File: src/hdl/gaps_fcalc.sv
// Shared score unit: path cost plus weighted distance, product registered.
module gaps_fcalc (
    input  logic        i_clk,
    input  logic [15:0] i_cost,
    input  logic [7:0]  i_weight,
    input  logic [8:0]  i_dist,
    output logic [17:0] o_score,
    output logic [15:0] o_cost
);

    logic [16:0] r_prod;
    logic [15:0] r_cost;

    always_ff @(posedge i_clk) begin
        r_prod <= 17'(i_weight) * 17'(i_dist);
        r_cost <= i_cost;
    end

    assign o_score = 18'(r_cost) + 18'(r_prod);
    assign o_cost  = r_cost;

endmodule

File: config.mk
export PLATFORM = sky130hd
export DESIGN_NAME = gaps_fcalc
export DESIGN_NICKNAME = d
export VERILOG_FILES = /design/src/hdl/gaps_fcalc.sv
export SDC_FILE = /design/constraint.sdc
export NUM_CORES = 1
export LEC_CHECK = 0
export ABC_CLOCK_PERIOD_IN_PS = 4500
export BUFFER_PORTS_ARGS = -buffer_cell sky130_fd_sc_hd__buf_2
export CAP_MARGIN = 20
export CORE_MARGIN = 3
export CORE_UTILIZATION = 40
export CTS_CLUSTER_DIAMETER = 80
export DETAILED_ROUTE_END_ITERATION = 16
export PLACE_DENSITY = 0.69
export SLEW_MARGIN = 25
export SYNTH_ARGS = -nofsm -noshare
export SYNTH_HDL_FRONTEND = slang
export SYNTH_SLANG_ARGS = --single-unit
File: constraint.sdc
create_clock -name i_clk -period 4.5 [get_ports i_clk]
set_input_delay 0.9 -clock i_clk [delete_from_list [all_inputs] [get_ports i_clk]]
set_output_delay 0.9 -clock i_clk [all_outputs]
set_load 0.02 [all_outputs]
== Word level (Yosys, flattened, before mapping) ==
Index checks and enable logic that the tools add are counted.
Word-level totals
  input bits: 34
  register bits: 33
Cells by class
  multipliers: 1
  add/subtract/negate cells: 1
Operator list (number)
  adder 16 x 17 -> 18 bit: 1
  multiplier 8 x 9 -> 17 bit: 1

== Logic depth before layout (Yosys ltp) ==
  depth in word-level cells: 1
  mapped depth: 15
  gate-level depth less buffers: 15

== Worst setup path after synthesis ==
OpenSTA, ideal clock, no wires.
  path type: input to register
  from: input i_weight[4]
  to: register r_prod[13]
  arrival: 4.443 ns
  required time: 4.437 ns
  buffers on the path: 0
  slack: -0.006 ns
  cell stages on the path: 12
  cells stage by stage: and2_1 -> fa_1 -> inv_1 -> fa_1 -> fa_1 -> fa_1 -> inv_1 -> ha_1 -> a21oi_1 -> o211ai_1 -> a2111oi_0 -> nand3b_1
On the way
  word-level cells in the longest chain between the ends: 1
Ends and longest elaborated chain
  start: declaration: RTL line 5  | input logic [7:0] i_weight,
  multiplier 8 x 9 -> 17 bit: RTL line 15  | r_prod <= 17'(i_weight) * 17'(i_dist);
  end signal: assignment: RTL line 15
  end: declaration: RTL line 11  | logic [16:0] r_prod;
No other way between the ends.

== Final worst setup path ==
  from: input i_dist[7]
  to: register r_prod[16]
On the way
  word-level cells in the longest chain between the ends: 1
Ends and longest elaborated chain
  start: declaration: RTL line 6  | input logic [8:0] i_dist,
  multiplier 8 x 9 -> 17 bit: RTL line 15
No other way between the ends.

==> out/summary.txt <==
Antenna violations before repair -> 0
Largest net degree at the start of global routing -> 13
Share of layout cells above drive strength 1 -> 24.1%
YS warnings -> 0
Final min period -> 4390 ps
Vert. Die Dim -> 104 um
Post-DP HPWL -> 7080 um
Die area -> 10800 um^2
Layout area overhead -> 24.9%
Via/cell ratio -> 4.74
Worst path required time -> 4660 ps
CP bufs+invs -> 3
CTS tree -> done
Critical path class -> primary input to register
Maxcap violations -> 0
Final net count -> 656
CP startpoint kind -> primary input
WL final -> 8100 um
Max stage delay on crit path -> 550 ps
ANT cells -> 0
Clock root buffer -> clkbuf_8
Pwr dens -> 598 nW/um^2
Iter 0 DRT Violations -> 84
Setup ws final -> 108 ps
Final setup fails -> 0
Pre-CTS setup slack -> -253 ps
Clock sinks -> 33
Main flop type after synthesis -> dfxtp_1
Clock-pin slew on the worst setup and hold paths -> 80 ps
Post-Syn Instances -> 419
H-tree depth -> 2
Crit path max-delay family -> adder cells
# hold bufs at CTS -> 0
DR pass1 iterations -> 4
Port-buffer cells -> 67
VDD IR-drop max -> 0.268 mV
Starting Density -> 41.3%
Die X -> 104 um
Yosys cell types -> 39
Mapped cell area -> 3830 um^2
Core area -> 9280 um^2
P_leak -> 2.43 nW
Wirelength per Cell -> 12.3 um
ANT nets after route -> 0
Io pins -> 68
Global-route wire length before repair -> 14000 um
Worst Max-Slew Pin Slew -> 461 ps
Worst min-delay path startpoint -> i_cost[8]
Yosys reg bits -> 33
Max Transition Viols Final -> 0
GRT Total Usage -> 15.0%
GRT overflow -> 0
Most used cell, CP -> fa_1
Vias in the first global route -> 3164
Max Clock Freq -> 0.228 GHz
Status -> finished clean
Number of synthesized flops with an enable pin -> 0
Residual DRC -> 0
Final hold viol count -> 0
Seq/Total Area, Yosys -> 17.2%
CP max-delay cell -> fa_1
Row cnt -> 35
Min-delay worst type -> primary input to register
Synth async-reset ratio -> 0%
Crit path DAT -> 4550 ps
Rel. slew slack -> 68.9%
Via Count -> 3112
Hold-critical path endpoint -> o_cost[8]
WHS Path Cells -> 1
Finished Core Util -> 51.6%
Fin crit share -> 97.6%
CP Cell Sequence -> buf_2 -> and2_1 -> fa_1 -> fa_1 -> fa_1 -> inv_1 -> fa_1 -> inv_1 -> ha_4 -> a21oi_1 -> o21ai_0 -> a21o_1 -> o41ai_2 -> xnor2_1
Syn Nets -> 549
GP Congestion -> 0.870
Crit-path max FO -> 4
Crit path capture type -> register
Total CTS buffers -> 5
Clock buffer depth -> 2
Syn avg cell area -> 9.15 um^2
## how the worst max path moves through the flow
| stage | start | to | slack (ps) | cells past startpoint |
|---|---|---|---|---|
| after CTS | i_weight[4] | r_prod[14] | 50 | 13 |
| after floorplan | i_weight[4] | r_prod[13] | 80 | 12 |
| after detailed placement | i_weight[4] | r_prod[14] | -250 | 13 |
| final | i_dist[7] | r_prod[16] | 110 | 14 |
| after global placement | i_weight[4] | r_prod[16] | -180 | 13 |
| after global routing | i_weight[4] | r_prod[15] | -6 | 15 |
## registers in the layout, summed over array words and instances (netlist names)
register  flops
r_prod       17
o_cost       16
## cells in the mapped netlist (all sizes together), types with 3 or more instances
master  count  area, um^2
inv        63         236
and2       60         375
ha         53         663
fa         43         861
dfxtp      33         661
nand2      28         105
a21oi      26         130
xnor2      17         149
o21ai      12        60.1
nor2        8        30.0
o211ai      7        52.6
nand3       6        30.0
xor2        6        52.6
a21o        5        37.5
a31oi       5        31.3
nor2b       5        31.3
nand4       4        25.0
nor3        4        20.0
a221o       3        31.3
a221oi      3        26.3
and3        3        18.8
nand2b      3        18.8
o21a        3        22.5
## cells by family (layout without fill, tap and decap cells)
family,Yosys count,in the layout,share of synthesized area (%)
xor+xnor,23,23,5.25
simple gates,127,127,18.1
compound gates,74,74,13.0
flops,33,33,17.2
buf+inv,66,174,6.66
fa+ha+maj,96,96,39.8
## metrics by stage
step	setup TNS (ps)	cell area (um^2)	hold slack [ps]	power (mW)	instances
detailed placement	-1260	4580	1000	2.41	647
CTS	0	4720	704	2.76	655
global route	-9.55	4790	703	3.14	656
finish	0	4790	718	2.86	656
global placement	-806	4580	1000	2.35	647
floorplan	0	3840	928	1.81	419
## cell usage in the layout (no fill, tap or decap), drive strengths merged, types with 3 or more instances in the layout
| cell type | count |
|---|---|
| buf | 103 |
| inv | 64 |
| and2 | 60 |
| ha | 53 |
| fa | 43 |
| dfxtp | 33 |
| nand2 | 28 |
| a21oi | 26 |
| xnor2 | 17 |
| o21ai | 12 |
| nor2 | 8 |
| o211ai | 7 |
| nand3 | 6 |
| xor2 | 6 |
| a21o | 5 |
| nor2b | 5 |
| clkbuf | 5 |
| a31oi | 5 |
| nand4 | 4 |
| nor3 | 4 |
| and3 | 3 |
| o21a | 3 |
| a221oi | 3 |
| nand2b | 3 |
| a221o | 3 |
## power by group
part | switching [mW] | internal (mW) | total (mW) | leakage, nW
combinational | 1.17 | 0.963 | 2.13 | 2.09
sequential | 0.0254 | 0.374 | 0.399 | 0.278
clock | 0.110 | 0.223 | 0.333 | 0.0687
total | 1.30 | 1.56 | 2.86 | 2.43
## timing repair
| action | in CTS | in global routing |
|---|---|---|
| endpoints found under the hold margin | 0 | 0 |
| setup endpoints to repair | 0 | 6 |
| gates resized for setup | 0 | 11 |
| setup buffers | 0 | 1 |
## per-layer routing
metal	vias up	track usage (%)	share of wire, %
li1	1606	-	-
met1	1437	19.7	46
met2	61	25.8	48
met3	8	1.74	3.9
met4	0	4.84	1.4
met5	-	0	0
## final cells by class
| class | count | area, um^2 |
|---|---|---|
| fill | 908 | 4500 |
| multi-input combinational | 320 | 2990 |
| sequential | 33 | 661 |
| timing repair buffer | 103 | 606 |
| inverter | 63 | 236 |
| tap | 129 | 161 |
| clock buffer | 5 | 68.8 |
| clock inverter | 3 | 68.8 |
Power figures use the tool's default switching activity.
